<file path="config.mk">
export PLATFORM = sky130hd
export DESIGN_NAME = two_field_length_prefix_deframer
export DESIGN_NICKNAME = d
export VERILOG_FILES = /design/src/rtl/tflpd_pkg.sv /design/src/rtl/tflpd_front.sv /design/src/rtl/tflpd_fifo.sv /design/src/rtl/tflpd_back.sv /design/src/rtl/two_field_length_prefix_deframer.sv
export SDC_FILE = /design/constraint.sdc
export NUM_CORES = 1
export LEC_CHECK = 0
export ABC_CLOCK_PERIOD_IN_PS = 11400
export BUFFER_PORTS_ARGS = -buffer_cell sky130_fd_sc_hd__buf_2
export CORE_ASPECT_RATIO = 1.2
export CORE_UTILIZATION = 57
export CTS_BUF_LIST = sky130_fd_sc_hd__clkbuf_4 sky130_fd_sc_hd__clkbuf_8
export CTS_CLUSTER_SIZE = 10
export DETAILED_ROUTE_END_ITERATION = 10
export GPL_ROUTABILITY_DRIVEN = 0
export HOLD_SLACK_MARGIN = 0.03
export PLACE_DENSITY = 0.85
export SYNTH_ARGS = -nofsm -noshare
export SYNTH_HDL_FRONTEND = slang
export SYNTH_HIERARCHICAL = 1
export SYNTH_SLANG_ARGS = --single-unit
</file>
<file path="constraint.sdc">
create_clock -name clk -period 11.4 [get_ports clk]
set_input_delay 0.57 -clock clk [delete_from_list [all_inputs] [get_ports clk]]
set_output_delay 0.57 -clock clk [all_outputs]
set_load 0.01 [all_outputs]
</file>
<file path="src/rtl/tflpd_pkg.sv">
package tflpd_pkg;

  // Header layout
  localparam int LONG_HEADER_BYTES = 8;
  localparam int FIFO_DEPTH        = 4;

  localparam logic [7:0] MAGIC_1 = 8'hFF;
  localparam logic [7:0] MAGIC_2 = 8'h53;  // 'S'
  localparam logic [7:0] MAGIC_3 = 8'h46;  // 'F'

  // Header byte positions while a zero-led header is held
  localparam logic [2:0] POS_LEN_HI = 3'd4;
  localparam logic [2:0] POS_LEN_MID = 3'd5;
  localparam logic [2:0] POS_LEN_LO = 3'd6;
  localparam logic [2:0] POS_LAST   = 3'(LONG_HEADER_BYTES - 1);

  // Front-end phase codes
  localparam logic [1:0] PH_START  = 2'd0;
  localparam logic [1:0] PH_HEADER = 2'd1;
  localparam logic [1:0] PH_FIRST  = 2'd2;
  localparam logic [1:0] PH_SECOND = 2'd3;

  // Result kinds
  localparam logic KIND_DATA   = 1'b0;
  localparam logic KIND_REPORT = 1'b1;

  // Parameter parts
  localparam logic PART_FIRST  = 1'b0;
  localparam logic PART_SECOND = 1'b1;

  // One queued request: held bytes to release, an optional current byte,
  // an optional end-of-packet report
  typedef struct packed {
    logic [7:0] h3;
    logic [7:0] h4;
    logic [7:0] cur;
    logic [2:0] nheld;
    logic       has_cur;
    logic       cur_part;
    logic       has_rep;
    logic       trunc;
  } cmd_t;

  // Byte k of the releasable held header list (header bytes 1..5)
  function automatic logic [7:0] held_byte(input logic [2:0] k, input logic [7:0] h3,
                                           input logic [7:0] h4);
    logic [7:0] r;
    case (k)
      3'd0:    r = MAGIC_1;
      3'd1:    r = MAGIC_2;
      3'd2:    r = MAGIC_3;
      3'd3:    r = h3;
      default: r = h4;
    endcase
    return r;
  endfunction

endpackage

</file>
<file path="src/rtl/tflpd_front.sv">
module tflpd_front (
  input  logic              clk,
  input  logic              rst_n,
  input  logic              in_valid,
  input  logic [7:0]        in_data,
  input  logic              in_last,
  input  logic              q_full,
  output logic              in_ready,
  output logic              push,
  output tflpd_pkg::cmd_t   cmd
);
  import tflpd_pkg::*;

  logic [1:0]  phase_r, phase_nxt;
  logic [2:0]  cnt_r, cnt_nxt;
  logic [31:0] frem_r, frem_nxt;
  logic [7:0]  h3_r, h4_r, h5_r;

  logic        accept;
  logic [2:0]  pos;
  logic [7:0]  magic;
  logic        mismatch;
  logic [31:0] len;
  logic [31:0] frem_dec;

  assign in_ready = !q_full;
  assign accept   = in_valid && in_ready;

  assign pos = (cnt_r == 3'd0) ? 3'd1 : cnt_r;
  always_comb begin
    case (pos)
      3'd1:    magic = MAGIC_1;
      3'd2:    magic = MAGIC_2;
      default: magic = MAGIC_3;
    endcase
  end
  assign mismatch = (pos < POS_LEN_HI) && (in_data != magic);
  assign len      = {h3_r, h4_r, h5_r, in_data};
  assign frem_dec = frem_r - 32'd1;

  // Classify the byte and build the request for the back end
  always_comb begin
    phase_nxt    = phase_r;
    cnt_nxt      = cnt_r;
    frem_nxt     = frem_r;
    cmd.h3       = h3_r;
    cmd.h4       = h4_r;
    cmd.cur      = in_data;
    cmd.nheld    = 3'd0;
    cmd.has_cur  = 1'b0;
    cmd.cur_part = PART_SECOND;
    cmd.has_rep  = in_last;
    cmd.trunc    = 1'b0;
    case (phase_r)
      PH_START: begin
        if (in_data != 8'd0) begin
          frem_nxt  = {24'd0, in_data};
          phase_nxt = PH_FIRST;
          cmd.trunc = 1'b1;
        end else begin
          cnt_nxt   = 3'd1;
          phase_nxt = PH_HEADER;
        end
      end
      PH_HEADER: begin
        if (mismatch) begin
          cmd.nheld   = pos - 3'd1;
          cmd.has_cur = 1'b1;
          phase_nxt   = PH_SECOND;
        end else if (pos >= POS_LAST) begin
          frem_nxt  = len;
          phase_nxt = (len != 32'd0) ? PH_FIRST : PH_SECOND;
          cmd.trunc = (len != 32'd0);
        end else begin
          cnt_nxt = pos + 3'd1;
          if (in_last) begin
            cmd.nheld   = pos - 3'd1;
            cmd.has_cur = 1'b1;
          end
        end
      end
      PH_FIRST: begin
        cmd.has_cur  = 1'b1;
        cmd.cur_part = PART_FIRST;
        frem_nxt     = frem_dec;
        if (frem_dec == 32'd0) phase_nxt = PH_SECOND;
        cmd.trunc    = (frem_dec != 32'd0);
      end
      default: begin
        cmd.has_cur = 1'b1;
      end
    endcase
    // Packet end returns to packet start
    if (in_last) begin
      phase_nxt = PH_START;
      cnt_nxt   = 3'd0;
      frem_nxt  = 32'd0;
    end
  end

  assign push = accept && (cmd.has_cur || cmd.has_rep);

  // Control state
  always_ff @(posedge clk) begin
    if (!rst_n) begin
      phase_r <= PH_START;
      cnt_r   <= 3'd0;
      frem_r  <= 32'd0;
    end else if (accept) begin
      phase_r <= phase_nxt;
      cnt_r   <= cnt_nxt;
      frem_r  <= frem_nxt;
    end
  end

  // Held length bytes
  always_ff @(posedge clk) begin
    if (accept && phase_r == PH_HEADER && !mismatch) begin
      if (pos == POS_LEN_HI)  h3_r <= in_data;
      if (pos == POS_LEN_MID) h4_r <= in_data;
      if (pos == POS_LEN_LO)  h5_r <= in_data;
    end
  end

endmodule

</file>
<file path="src/rtl/tflpd_fifo.sv">
module tflpd_fifo #(
  parameter int DEPTH = tflpd_pkg::FIFO_DEPTH
) (
  input  logic              clk,
  input  logic              rst_n,
  input  logic              push,
  input  tflpd_pkg::cmd_t   wr_cmd,
  input  logic              pop,
  output tflpd_pkg::cmd_t   rd_cmd,
  output logic              full,
  output logic              empty
);
  import tflpd_pkg::*;

  localparam int AW = (DEPTH > 1) ? $clog2(DEPTH) : 1;
  localparam int CW = $clog2(DEPTH + 1);

  cmd_t          mem_r [DEPTH];
  logic [AW-1:0] wr_ptr_r, rd_ptr_r;
  logic [CW-1:0] count_r;

  assign full   = (count_r == CW'(DEPTH));
  assign empty  = (count_r == CW'(0));
  assign rd_cmd = mem_r[rd_ptr_r];

  // Entry storage
  always_ff @(posedge clk) begin
    if (push) mem_r[wr_ptr_r] <= wr_cmd;
  end

  // Pointers and fill count
  always_ff @(posedge clk) begin
    if (!rst_n) begin
      wr_ptr_r <= '0;
      rd_ptr_r <= '0;
      count_r  <= '0;
    end else begin
      if (push)
        wr_ptr_r <= (wr_ptr_r == AW'(DEPTH - 1)) ? '0 : wr_ptr_r + AW'(1);
      if (pop)
        rd_ptr_r <= (rd_ptr_r == AW'(DEPTH - 1)) ? '0 : rd_ptr_r + AW'(1);
      if (push && !pop)
        count_r <= count_r + CW'(1);
      else if (pop && !push)
        count_r <= count_r - CW'(1);
    end
  end

endmodule

</file>
<file path="src/rtl/tflpd_back.sv">
module tflpd_back (
  input  logic              clk,
  input  logic              rst_n,
  input  tflpd_pkg::cmd_t   cmd,
  input  logic              q_empty,
  input  logic              out_ready,
  output logic              pop,
  output logic              out_valid,
  output logic [7:0]        out_byte,
  output logic              out_trunc,
  output logic              out_kind,
  output logic              out_part,
  output logic              out_last
);
  import tflpd_pkg::*;

  logic [2:0] k_r, k_nxt;
  logic [2:0] total;
  logic       fire;

  assign total     = cmd.nheld + {2'd0, cmd.has_cur} + {2'd0, cmd.has_rep};
  assign out_valid = !q_empty;
  assign out_last  = (k_r == total - 3'd1);
  assign fire      = out_valid && out_ready;
  assign pop       = fire && out_last;
  assign k_nxt     = out_last ? 3'd0 : k_r + 3'd1;

  // Pick the result at position k of the request
  always_comb begin
    out_byte  = 8'd0;
    out_trunc = 1'b0;
    out_kind  = KIND_DATA;
    out_part  = PART_SECOND;
    if (k_r < cmd.nheld) begin
      out_byte = held_byte(k_r, cmd.h3, cmd.h4);
    end else if (cmd.has_cur && k_r == cmd.nheld) begin
      out_byte = cmd.cur;
      out_part = cmd.cur_part;
    end else begin
      out_kind  = KIND_REPORT;
      out_part  = PART_FIRST;
      out_trunc = cmd.trunc;
    end
  end

  // Position within the current request
  always_ff @(posedge clk) begin
    if (!rst_n) begin
      k_r <= 3'd0;
    end else if (fire) begin
      k_r <= k_nxt;
    end
  end

endmodule

</file>
<file path="src/rtl/two_field_length_prefix_deframer.sv">
// Length-prefixed two-part deframer.
// Input stream: one packet byte per request on in_tdata, in_tlast on the
// final byte. Output stream: one result per request; out_tuser[0] is the
// kind (0 data byte, 1 end-of-packet report), out_tuser[1] the part (0 first
// parameter, 1 second), out_tdata[7:0] the byte, out_tdata[8] the truncated
// flag of a report. out_tlast marks the final result of one input byte.
// Short form: byte 0 is the first-parameter length. Long form: 00 FF 'S' 'F'
// and a 32-bit big-endian length in bytes 4..7. Bytes after the leading zero
// that do not complete a long header are released later as second-parameter data.
// Each accepted byte's request is registered in the request queue before its results appear.
// Throughput: one byte per cycle in while the request queue has room; the back
// end issues one result per cycle while out_tready is high, so a header
// release (up to 7 results from one byte) holds the output, absorbed by the
// request queue between front and back. in_tready drops only when that queue is full.
// Reset empties the queue and returns to packet start.
// When the receiver stalls, the current result holds and the queue fills;
// bytes keep being taken until it has no room.
module two_field_length_prefix_deframer #(
  parameter int FIFO_DEPTH = tflpd_pkg::FIFO_DEPTH
) (
  input  logic        clk,
  input  logic        rst_n,
  input  logic        in_tvalid,
  output logic        in_tready,
  input  logic [7:0]  in_tdata,   // [7:0] data_byte
  input  logic        in_tlast,   // last_byte
  output logic        out_tvalid,
  input  logic        out_tready,
  output logic [15:0] out_tdata,  // [7:0] out_byte, [8] truncated, [15:9] zero
  output logic [1:0]  out_tuser,  // [0] kind, [1] part
  output logic        out_tlast   // last_of_run
);
  import tflpd_pkg::*;

  cmd_t       wr_cmd, rd_cmd;
  logic       push, pop, q_full, q_empty;
  logic [7:0] out_byte;
  logic       out_trunc, out_kind, out_part;

  tflpd_front u_front (
    .clk      (clk),
    .rst_n    (rst_n),
    .in_valid (in_tvalid),
    .in_data  (in_tdata),
    .in_last  (in_tlast),
    .q_full   (q_full),
    .in_ready (in_tready),
    .push     (push),
    .cmd      (wr_cmd)
  );

  tflpd_fifo #(
    .DEPTH (FIFO_DEPTH)
  ) u_fifo (
    .clk    (clk),
    .rst_n  (rst_n),
    .push   (push),
    .wr_cmd (wr_cmd),
    .pop    (pop),
    .rd_cmd (rd_cmd),
    .full   (q_full),
    .empty  (q_empty)
  );

  tflpd_back u_back (
    .clk       (clk),
    .rst_n     (rst_n),
    .cmd       (rd_cmd),
    .q_empty   (q_empty),
    .out_ready (out_tready),
    .pop       (pop),
    .out_valid (out_tvalid),
    .out_byte  (out_byte),
    .out_trunc (out_trunc),
    .out_kind  (out_kind),
    .out_part  (out_part),
    .out_last  (out_tlast)
  );

  assign out_tdata = {7'd0, out_trunc, out_byte};
  assign out_tuser = {out_part, out_kind};

  // A report carries no byte and always closes its run
  a_report_shape: assert property (@(posedge clk) disable iff (!rst_n)
    (out_tvalid && out_tuser[0]) |-> (out_tdata[7:0] == 8'd0 && out_tlast
                                      && !out_tuser[1]))
    else $error("report result malformed");

  // Data results never flag truncation
  a_data_no_trunc: assert property (@(posedge clk) disable iff (!rst_n)
    (out_tvalid && !out_tuser[0]) |-> !out_tdata[8])
    else $error("data result flagged truncated");

  // The rest of a run is already queued
  a_run_continues: assert property (@(posedge clk) disable iff (!rst_n)
    (out_tvalid && out_tready && !out_tlast) |=> out_tvalid)
    else $error("run broken before its final result");

  // No push into a full queue
  a_no_overflow: assert property (@(posedge clk) disable iff (!rst_n)
    q_full |-> !push)
    else $error("request queue overflow");

endmodule

</file>
==> results of run 1 <==
-- layer usage --
metal	up-vias	share of wire	track usage	wire length [um]
met5	-	0	0	0
met4	0	0.026	0.102	537
met3	41	0.063	0.0380	1270
met2	278	0.51	0.406	10400
met1	3143	0.40	0.309	8190
li1	2994	-	-	-
-- critical path: cells and delay by family (launching register included) --
kind	cells	cell delay, ns
adders and majority gates	5	1.23
and+or+nand+nor	3	1.04
buffers and inverters	6	0.88
muxes	1	0.60
DFF	1	0.33
xor gates and xnor gates	2	0.25
AOI/OAI and AO/OA	1	0.15
-- where the power goes --
group	switching, mW	total, mW	internal, mW
clock network	0.271	0.483	0.213
logic	0.288	0.501	0.213
registers	0.0279	0.836	0.808
-- how the worst max path moves through the flow --
stage	endpoint	slack, ns
floorplan	u_fifo/count_r[2]$_SDFFE_PN0P_	7.46
global route	u_fifo/count_r[2]$_SDFFE_PN0P_	6.48
CTS	u_fifo/count_r[2]$_SDFFE_PN0P_	6.76
finish	u_fifo/count_r[2]$_SDFFE_PN0P_	6.82
detailed placement	u_fifo/count_r[2]$_SDFFE_PN0P_	6.81
global placement	u_fifo/count_r[2]$_SDFFE_PN0P_	7.00
-- cell type report --
class	count	area, sq um	share of cell area
Clock buffer	17	234	0.0225
Clock inverter	15	216	0.0208
Inverter	28	105	0.0101
Multi-Input combinational cell	525	3930	0.378
Sequential cell	197	5430	0.522
Tap cell	216	270	0.0260
Timing Repair Buffer	36	205	0.0198
-- registers in the layout, summed over array words and instances (netlist names), named ones only --
name             cells
u_back/k_r           3
u_fifo/count_r       3
u_fifo/mem_r       124
u_fifo/rd_ptr_r      2
u_fifo/wr_ptr_r      2
u_front/cnt_r        3
u_front/frem_r      32
u_front/h3_r         8
u_front/h4_r         8
u_front/h5_r         8
u_front/phase_r      2
-- per-stage QoR --
stage / power (mW) / cell area (sq um) / hold WS (ns) / util / instances
after floorplan: 1.23 / 9840 / 0.451 / - / 819
after global placement: 1.33 / 9940 / 0.473 / 0.590 / 1002
after detailed placement: 1.35 / 9940 / 0.476 / 0.590 / 1002
after CTS: 1.83 / 10400 / 0.425 / 0.616 / 1034
after global routing: 1.91 / 10400 / 0.436 / 0.616 / 1034
final: 1.82 / 10400 / 0.449 / 0.616 / 1034
-- kinds of logic after synthesis --
| group | share of synthesized area |
|---|---|
| xor+xnor | 0.0320 |
| fa+ha+maj | 0.0334 |
| mux | 0.0870 |
| compound gates | 0.0878 |
| buf+inv | 0.0515 |
| flops | 0.552 |
| simple gates | 0.155 |
| other cells | 0.000382 |
-- placed cells by master, fill, tap and decap left out, drive strengths merged, types with 23 or more instances in the layout --
cell type / synthesis / routed
o21ai: 39 / 39
ha: 23 / 23
nand2: 77 / 77
mux4: 31 / 31
buf: 41 / 36
a21oi: 54 / 54
dfxtp: 49 / 49
nor2: 35 / 35
xnor2: 26 / 26
edfxtp: 148 / 148
nand3: 36 / 36
inv: 28 / 37
==> metrics.cfg, run 1 <==
[clock_tree]
clk_latency_ns = 0.48
htreeDepth = 4
ctsHoldBuffers = 0
cts_tree = yes
ctsResizeCount = 0
cts_buffers = 17
cts_sinks = 197
cts_setup_buffers = 0
clkSlewWorstSetupHoldPaths_ns = 0.10
cts_root_buf = clkbuf_8
ctsLongestPathBuffers = 2

[grt]
antenna_found_initial = 0
grt_overflow = 0
grt_max_degree = 40
grt_pass1_vias = 5981
grt_pass1_wl_um = 32400
grt.total_usage = 0.242

[min_path]
holdPathStages = 1
min_to = u_front/h3_r[7]$_DFFE_PP_
worst_hold_startpoint = in_tdata[7]
hold_class = primary input to flop

[placement]
hpwl_um = 13900
post-place-ws_ns = 6.81
portBuffers = 26

[worst_setup_path]
crit_type = flop to flop
rrSetupSlack_ns = 6.82
crit_chain = buf_4, mux4_2, inv_1, ha_1, inv_1, ha_1, inv_1, fa_1, xnor2_1, or2_2, nor3_1, inv_1, ha_1, inv_1, fa_1, xor2_1, or3_1, a21boi_0
worstSetupEndpointType = flop
worst_ep_required_time_ns = 11.81
cp_common_cell = inv_1
r2r-end = u_fifo/count_r[2]$_SDFFE_PN0P_
arrival_ns = 4.98
slowest_stage = mux4_2
startpoint_type = flop
cp_slowest_stage_delay_ns = 0.60
crit_fanout = 31
r2r_cells = 18

[floorplanning]
die_w_um = 122
initial_core_util = 0.583
fp.dieH_um = 146
core_area_sq_um = 16900
io_pins = 34
fp-row-count = 52
die_area_sq_um = 17800

[power_and_ir_drop]
powerDensity_nw_per_um2 = 175
peakVddDrop_uv = 87.5
p_leak_nw = 3.40

[sta]
clock_skew_ns = 0.0179
setup_tns_ns = 0
finalSetupViolations = 0
rsz0062_at_grt = no
final_hold_viol_count = 0
fin_ws_ns = 6.82
final-max-slew-violation-count = 0
fmax_mhz = 218
min_period_ns = 4.58
worst_pin_slew_ns = 1.20
max_slew_margin = 0.199
finalCritPeriodShare = 0.401

[logic_synthesis]
syn_avg_cell_area_sq_um = 12.1
synth_cell_types = 77
yosys.area.top_type = edfxtp_1
synth_area_leaders = edfxtp_1 (45%), dfxtp_1 (10%), mux4_2 (6.9%)
synth_cells = 813
synth.top_cells.by_count = edfxtp_1 (148), nand2_1 (77), a21oi_1 (53), dfxtp_1 (49), o21ai_0 (38)
synth_most_common_cell = edfxtp_1
ys_warn_count = 6
async_reset_ff_frac = 0
syn_area_sq_um = 9820
synth_edf_count = 148
synth_ff_type = edfxtp_1
ys_seq_area_frac = 0.552
synth_top_area_frac = 0.453
ys_ff_latch = 197

[drt]
routed_wl_um = 20400
ant_nets = 0
first_pass_iters = 5
dr_total_vias = 6456
detail_route.drc_violations = 0
avgViaCountPerCell = 6.24
wl_per_cell_um = 19.7
drt_iter0_drc = 738

[finish]
num-nets-final = 843
drive_gt1_frac = 0.150
syn2layout_area_growth_pct = 5.77
fillerInstances = 1212
n_antenna_cell = 0

[run_status]
status = completed

[job]
drv_cap = 0

No activity file was read; power rests on OpenSTA's default activity.
==> run 2: changes to the inputs <==
--- a/config.mk
+++ b/config.mk
@@ -5,7 +5,7 @@
 export SDC_FILE = /design/constraint.sdc
 export NUM_CORES = 1
 export LEC_CHECK = 0
-export ABC_CLOCK_PERIOD_IN_PS = 11400
+export ABC_CLOCK_PERIOD_IN_PS = 3900
 export BUFFER_PORTS_ARGS = -buffer_cell sky130_fd_sc_hd__buf_2
 export CORE_ASPECT_RATIO = 1.2
 export CORE_UTILIZATION = 57
@@ -14,7 +14,7 @@
 export DETAILED_ROUTE_END_ITERATION = 10
 export GPL_ROUTABILITY_DRIVEN = 0
 export HOLD_SLACK_MARGIN = 0.03
-export PLACE_DENSITY = 0.85
+export PLACE_DENSITY = 0.88
 export SYNTH_ARGS = -nofsm -noshare
 export SYNTH_HDL_FRONTEND = slang
 export SYNTH_HIERARCHICAL = 1
==> constraint.sdc (replaced) <==
create_clock -name clk -period 3.9 [get_ports clk]
set_input_delay 0.195 -clock clk [delete_from_list [all_inputs] [get_ports clk]]
set_output_delay 0.195 -clock clk [all_outputs]
set_load 0.01 [all_outputs]
==> run 2 against run 1 <==
Net effect: clock skew rose by 0.0017 ns; count of clock-buffer cells in the layout did not move; worst hold slack got worse by 0.38 ns; die area did not move; first-iteration DRC count fell by 1.8%; worst setup slack got worse by 6.6 ns; largest power group unchanged.
==> metrics.cfg, run 2 (same netlist as run 1, synthesis figures left out) <==
[run_status]
status = completed

[worst_setup_path]
arrival_ns = 4.13
r2r_cells = 17
cp_slowest_stage_delay_ns = 0.55
rrSetupSlack_ns = 0.18
worst_ep_required_time_ns = 4.31
crit_fanout = 3
r2r-end = u_fifo/count_r[2]$_SDFFE_PN0P_
crit_family = adder cells
worstReg2RegStart = u_fifo/mem_r[3][4]$_DFFE_PP_
startpoint_type = flop
crit_buf_inv = 5
worstSetupEndpointType = flop
crit_type = flop to flop
slowest_stage = fa_2
cp_common_cell = inv_1
crit_chain = mux4_2, inv_1, ha_1, inv_1, ha_1, inv_1, fa_2, xnor2_2, or2_4, nor3_4, inv_2, ha_2, inv_1, fa_2, xor2_1, or3_1, a21boi_1

[sta]
setup_tns_ns = 0
finalSetupViolations = 0
min_period_ns = 3.72
rsz0062_at_grt = no
final-max-slew-violation-count = 0
finalCritPeriodShare = 0.953
worst_pin_slew_ns = 1.12
final_hold_viol_count = 0
fmax_mhz = 269
max_slew_margin = 0.249
clock_skew_ns = 0.0197

[placement]
dpl_cell_area_sq_um = 10000
hpwl_um = 14000
portBuffers = 26

[clock_tree]
clkSlewWorstSetupHoldPaths_ns = 0.11
cts_sinks = 197
cts_tree = yes
cts_setup_buffers = 0
cts_buffers = 17
ctsHoldBuffers = 0
clk_latency_ns = 0.48
cts_root_buf = clkbuf_8
ctsLongestPathBuffers = 2
htreeDepth = 4

[drt]
avgViaCountPerCell = 6.27
first_pass_iters = 6
wl_per_cell_um = 20.2
dr_total_vias = 6536
ant_nets = 0
routed_wl_um = 21100
drt_iter0_drc = 725
detail_route.drc_violations = 0

[finish]
regMostFlops = u_fifo/mem_r
fillerInstances = 1232
drive_gt1_frac = 0.167
reg.largest.list = u_fifo/mem_r x124, u_front/frem_r x32
final_area_sq_um = 10500
multiInputGateArea_sq_um = 3970
largest_reg_flops = 124
mostFrequentLayoutCells = edfxtp_1 (148), nand2_1 (77), a21oi_1 (53), dfxtp_1 (48), o21ai_0 (38)
final_common_cell = edfxtp_1
n_antenna_cell = 0
syn2layout_area_growth_pct = 6.57
regArea_sq_um = 5430
num-nets-final = 851

[grt]
grt_overflow = 0
grt_pass1_vias = 6455
grt_pass1_wl_um = 33600
grt.total_usage = 0.250
antenna_found_initial = 0
grtUsageMet1 = 0.318
use_met2 = 0.406
grt-busiest-layer = met2
grt_use_met3 = 0.0564
grt_max_degree = 39

[floorplanning]
fp.dieH_um = 146
fp-row-count = 52
die_area_sq_um = 17800
initial_core_util = 0.583
io_pins = 34
core_area_sq_um = 16900
die_w_um = 122

[power_and_ir_drop]
swShare = 0.338
comb_power_share = 0.289
powerDensity_nw_per_um2 = 509
p_sw_mw = 1.80
p_seq_frac = 0.459
clock_power_share = 0.251
peakVddDrop_uv = 226
p_leak_nw = 3.44
p_int_mw = 3.52
finalPower_mw = 5.32

[job]
drv_cap = 0

[min_path]
hold_class = primary input to flop
min_to = u_fifo/mem_r[0][10]$_DFFE_PP_
holdPathStages = 1
worst_hold_startpoint = in_tdata[3]

run 2: cell types whose count changed in the layout (fill, tap and decap cells not counted), sizes merged:
cell / delta
clkinv: +2
bufinv: -2
clkinvlp: +1
inv: -1
buf: +8
run 2: how the worst max path moves through the flow:
stage / startpoint / end / slack [ns] / cells past startpoint
3_5_place_dp: flop / u_fifo/count_r[2]$_SDFFE_PN0P_ / -0.07 / 17
2_1_floorplan: flop / u_fifo/count_r[2]$_SDFFE_PN0P_ / 0.01 / 18
4_1_cts: flop / u_fifo/count_r[2]$_SDFFE_PN0P_ / 0.01 / 17
3_3_place_gp: flop / u_fifo/count_r[2]$_SDFFE_PN0P_ / 0.17 / 17
6_report: u_fifo/mem_r[3][4]$_DFFE_PP_ / u_fifo/count_r[2]$_SDFFE_PN0P_ / 0.18 / 17
5_1_grt: flop / u_fifo/count_r[2]$_SDFFE_PN0P_ / 0.02 / 17
run 2: cell type report:
| cell class | count | share of cell area |
|---|---|---|
| repair buffers | 44 | 0.0257 |
| flip-flops and latches | 197 | 0.519 |
| inverters | 28 | 0.0100 |
| multi-input cells | 525 | 0.379 |
| clock buffers | 17 | 0.0224 |
| well taps | 216 | 0.0258 |
| clock inverters | 15 | 0.0184 |
run 2: layer usage:
layer	wire length, um	up-vias
met5	0	-
met1	8530	3204
met3	1410	60
li1	-	3006
met2	10400	266
met4	705	0
run 2: repair_timing:
item,CTS,global route
endpoints found under the setup margin,1,1
gates cloned,0,0
resized for setup,2,9
pin swaps,0,3
run 2: worst reg2reg max path: stages, from the launching register on:
cell	delay, ns
edfxtp_1	0.40
mux4_2	0.51
inv_1	0.08
ha_1	0.21
inv_1	0.05
ha_1	0.12
inv_1	0.05
fa_2	0.55
xnor2_2	0.14
or2_4	0.18
nor3_4	0.05
inv_2	0.08
ha_2	0.18
inv_1	0.07
fa_2	0.39
xor2_1	0.15
or3_1	0.31
a21boi_1	0.15
run 2: power by group through the flow:
stage	sequential, mW	clock [mW]	combinational, mW
2_1_floorplan	2.45	0	1.16
3_3_place_gp	2.48	0	1.44
3_5_place_dp	2.49	0	1.48
4_1_cts	2.44	1.35	1.51
5_1_grt	2.46	1.44	1.69
6_report	2.44	1.34	1.54
run 2: metrics by stage:
step                      hold slack (ns)  cells  setup WS, ns   util
after global placement              0.472   1010         0.165  0.593
after CTS                          0.0525   1042        0.0122  0.620
final                              0.0668   1042         0.184  0.621
after detailed placement            0.484   1010       -0.0703  0.593
after global routing               0.0422   1042        0.0231  0.621
after floorplan                     0.294    819        0.0101      -
==> run 3: changes to the inputs <==
--- a/config.mk
+++ b/config.mk
@@ -5,6 +5,7 @@
 export SDC_FILE = /design/constraint.sdc
 export NUM_CORES = 1
 export LEC_CHECK = 0
+export ABC_AREA = 1
 export ABC_CLOCK_PERIOD_IN_PS = 3900
 export BUFFER_PORTS_ARGS = -buffer_cell sky130_fd_sc_hd__buf_2
 export CORE_ASPECT_RATIO = 1.2
==> run 3 against run 2 <==
Net effect: critical endpoint unchanged; largest cell class unchanged; count of clock-buffer cells in the layout up 1; non-clock buffer count down 5; combinational power rose to 2.6 times the previous value; highest routed layer unchanged; clock skew down 0.0032 ns.
==> metrics.cfg, run 3 <==
[run_status]
status = completed

[grt]
antenna_found_initial = 0
grt_pass1_vias = 7587
grt_max_degree = 55
grt_overflow = 0
grt_pass1_wl_um = 37200
grt.total_usage = 0.258

[drt]
wl_per_cell_um = 17.3
ant_nets = 0
drt_iter0_drc = 1074
routed_wl_um = 23800
dr_total_vias = 8110
avgViaCountPerCell = 5.90
first_pass_iters = 6
detail_route.drc_violations = 0

[logic_synthesis]
ys_seq_area_frac = 0.528
synth_top_area_frac = 0.432
synth_edf_count = 148
ys_warn_count = 6
synth.top_cells.by_count = nand2_1 (213), nor2_1 (178), edfxtp_1 (148), inv_1 (99), o21ai_1 (80)
yosys.area.top_type = edfxtp_1
syn_avg_cell_area_sq_um = 9.06
synth_cells = 1135
synth_area_leaders = edfxtp_1 (43%), dfxtp_1 (9.5%), nand2_1 (7.8%)
synth_most_common_cell = nand2_1
ys_ff_latch = 197
synth_cell_types = 46
synth_ff_type = edfxtp_1
async_reset_ff_frac = 0
syn_area_sq_um = 10300

[worst_setup_path]
arrival_ns = 3.97
crit_fanout = 10
worstSetupEndpointType = flop
r2r_cells = 22
r2r-end = u_fifo/count_r[2]$_SDFFE_PN0P_
rrSetupSlack_ns = 0.32
cp-endpoint = u_fifo/count_r[2]$_SDFFE_PN0P_
crit_type = flop to flop
startpoint_type = flop
worst_ep_required_time_ns = 4.28

[floorplanning]
fp.dieH_um = 149
die_area_sq_um = 18600
die_w_um = 125
initial_core_util = 0.585
fp-row-count = 53
core_area_sq_um = 17600
io_pins = 34

[power_and_ir_drop]
peakVddDrop_uv = 322
powerDensity_nw_per_um2 = 754
p_leak_nw = 4.29

[finish]
mostFrequentLayoutCells = nand2_1 (213), nor2_1 (177), edfxtp_1 (148), inv_1 (99), o21ai_1 (80)
largest_reg_flops = 124
regArea_sq_um = 5430
regMostFlops = u_fifo/mem_r
fillerInstances = 1368
reg.largest.list = u_fifo/mem_r x124, u_front/frem_r x32
multiInputGateArea_sq_um = 4020
fin_cells = 1374
syn2layout_area_growth_pct = 4.88
final_common_cell = nand2_1
final_area_sq_um = 10800
num-nets-final = 1179
drive_gt1_frac = 0.126
n_antenna_cell = 0

[sta]
min_period_ns = 3.58
finalSetupViolations = 0
fin_ws_ns = 0.317
fin_hold_ws_ns = 0.0627
rsz0062_at_grt = no
clock_skew_ns = 0.0165
worst_pin_slew_ns = 0.724
final-max-slew-violation-count = 0
setup_tns_ns = 0
max_slew_margin = 0.516
fmax_mhz = 279
finalCritPeriodShare = 0.919
final_hold_viol_count = 0

[placement]
hpwl_um = 16300
dp_cells = 1342
post-place-ws_ns = 0.395
portBuffers = 26
dpl_cell_area_sq_um = 10400

[clock_tree]
cts_sinks = 197
ctsHoldBuffers = 0
clk_latency_ns = 0.48
cts_root_buf = clkbuf_8
htreeDepth = 4
cts_tree = yes
ctsLongestPathBuffers = 2
cts_buffers = 17
clkSlewWorstSetupHoldPaths_ns = 0.11

[job]
drv_cap = 0

[min_path]
hold_class = primary input to flop

## run 3: changes by cell type after synthesis, moves of 16 or more
cell | previous run | this run
nor2_1 | 35 | 178
nand2_1 | 77 | 213
o21ai_1 | 1 | 80
inv_1 | 28 | 99
o22ai_1 | 1 | 33
mux4_2 | 30 | 0
xnor2_1 | 26 | 2
a21oi_1 | 53 | 34
clkbuf_1 | 27 | 8
a22oi_1 | 0 | 17
or3_1 | 16 | 0
## run 3: worst min path at each step
stage | start | end | slack [ns] | cells after the start
floorplan | in_tdata[0] | u_front/h3_r[0]$_DFFE_PP_ | 0.29 | 0
global placement | u_front/frem_r[6]$_SDFFE_PN0P_ | u_front/frem_r[6]$_SDFFE_PN0P_ | 0.51 | 2
detailed placement | u_front/frem_r[9]$_SDFFE_PN0P_ | u_front/frem_r[9]$_SDFFE_PN0P_ | 0.51 | 2
CTS | in_tdata[3] | u_front/h3_r[3]$_DFFE_PP_ | 0.04 | 1
global route | in_tdata[3] | u_front/h3_r[3]$_DFFE_PP_ | 0.05 | 1
finish | in_tdata[3] | u_front/h3_r[3]$_DFFE_PP_ | 0.06 | 1
## run 3: metrics by stage
step / utilization / power [mW]
after floorplan: - / 5.90
after global placement: 0.591 / 6.62
after detailed placement: 0.591 / 6.77
after CTS: 0.614 / 8.08
after global routing: 0.614 / 8.68
final: 0.614 / 8.13
## run 3: worst max-delay path, stage by stage (launching register included)
cell     delay (ns)
dfxtp_2        0.50
o21ai_1        0.14
o22ai_1        0.23
inv_1          0.07
ha_1           0.27
inv_1          0.08
ha_1           0.16
inv_1          0.05
fa_1           0.50
xnor2_1        0.13
nor2_1         0.08
nand3_2        0.10
inv_1          0.06
inv_1          0.11
ha_1           0.18
inv_1          0.07
fa_1           0.43
inv_1          0.07
nand2_1        0.06
nand3_1        0.07
nand2_1        0.05
inv_1          0.05
nor2_1         0.03
## run 3: kinds of logic (layout without fill, tap and decap cells)
group,after synthesis,count (layout),share of synthesized area
simple gates,505,505,0.214
other cells,1,7,0.000365
buf+inv,169,182,0.0836
fa+ha+maj,25,25,0.0319
xor+xnor,4,4,0.00341
compound gates,234,234,0.139
flops,197,197,0.528
## run 3: routing by layer
layer	part of all wire	vias to the layer above	global-route usage
met4	0.034	0	0.116
met2	0.52	382	0.469
met1	0.39	3804	0.295
li1	-	3850	-
met3	0.063	74	0.0459
met5	0	-	0
## run 3: layout make-up
| cell class | count | area share |
|---|---|---|
| Tap cell | 220 | 0.0255 |
| Clock buffer | 18 | 0.0224 |
| Clock inverter | 14 | 0.0152 |
| Multi-Input combinational cell | 775 | 0.373 |
| Inverter | 111 | 0.0396 |
| Timing Repair Buffer | 39 | 0.0211 |
| Sequential cell | 197 | 0.503 |
## run 3: where the power goes
group	total, mW	internal [mW]	switching (mW)
combinational	4.07	1.32	2.75
sequential	2.75	2.55	0.201
clock	1.31	0.545	0.768
total	8.13	4.41	3.72
## run 3: repair_timing
| item | in CTS | in global routing |
|---|---|---|
| endpoints found under the setup margin | 0 | 9 |
| setup buffers | 0 | 0 |
| resized for setup | 0 | 1 |
| hold endpoints to repair | 0 | 0 |
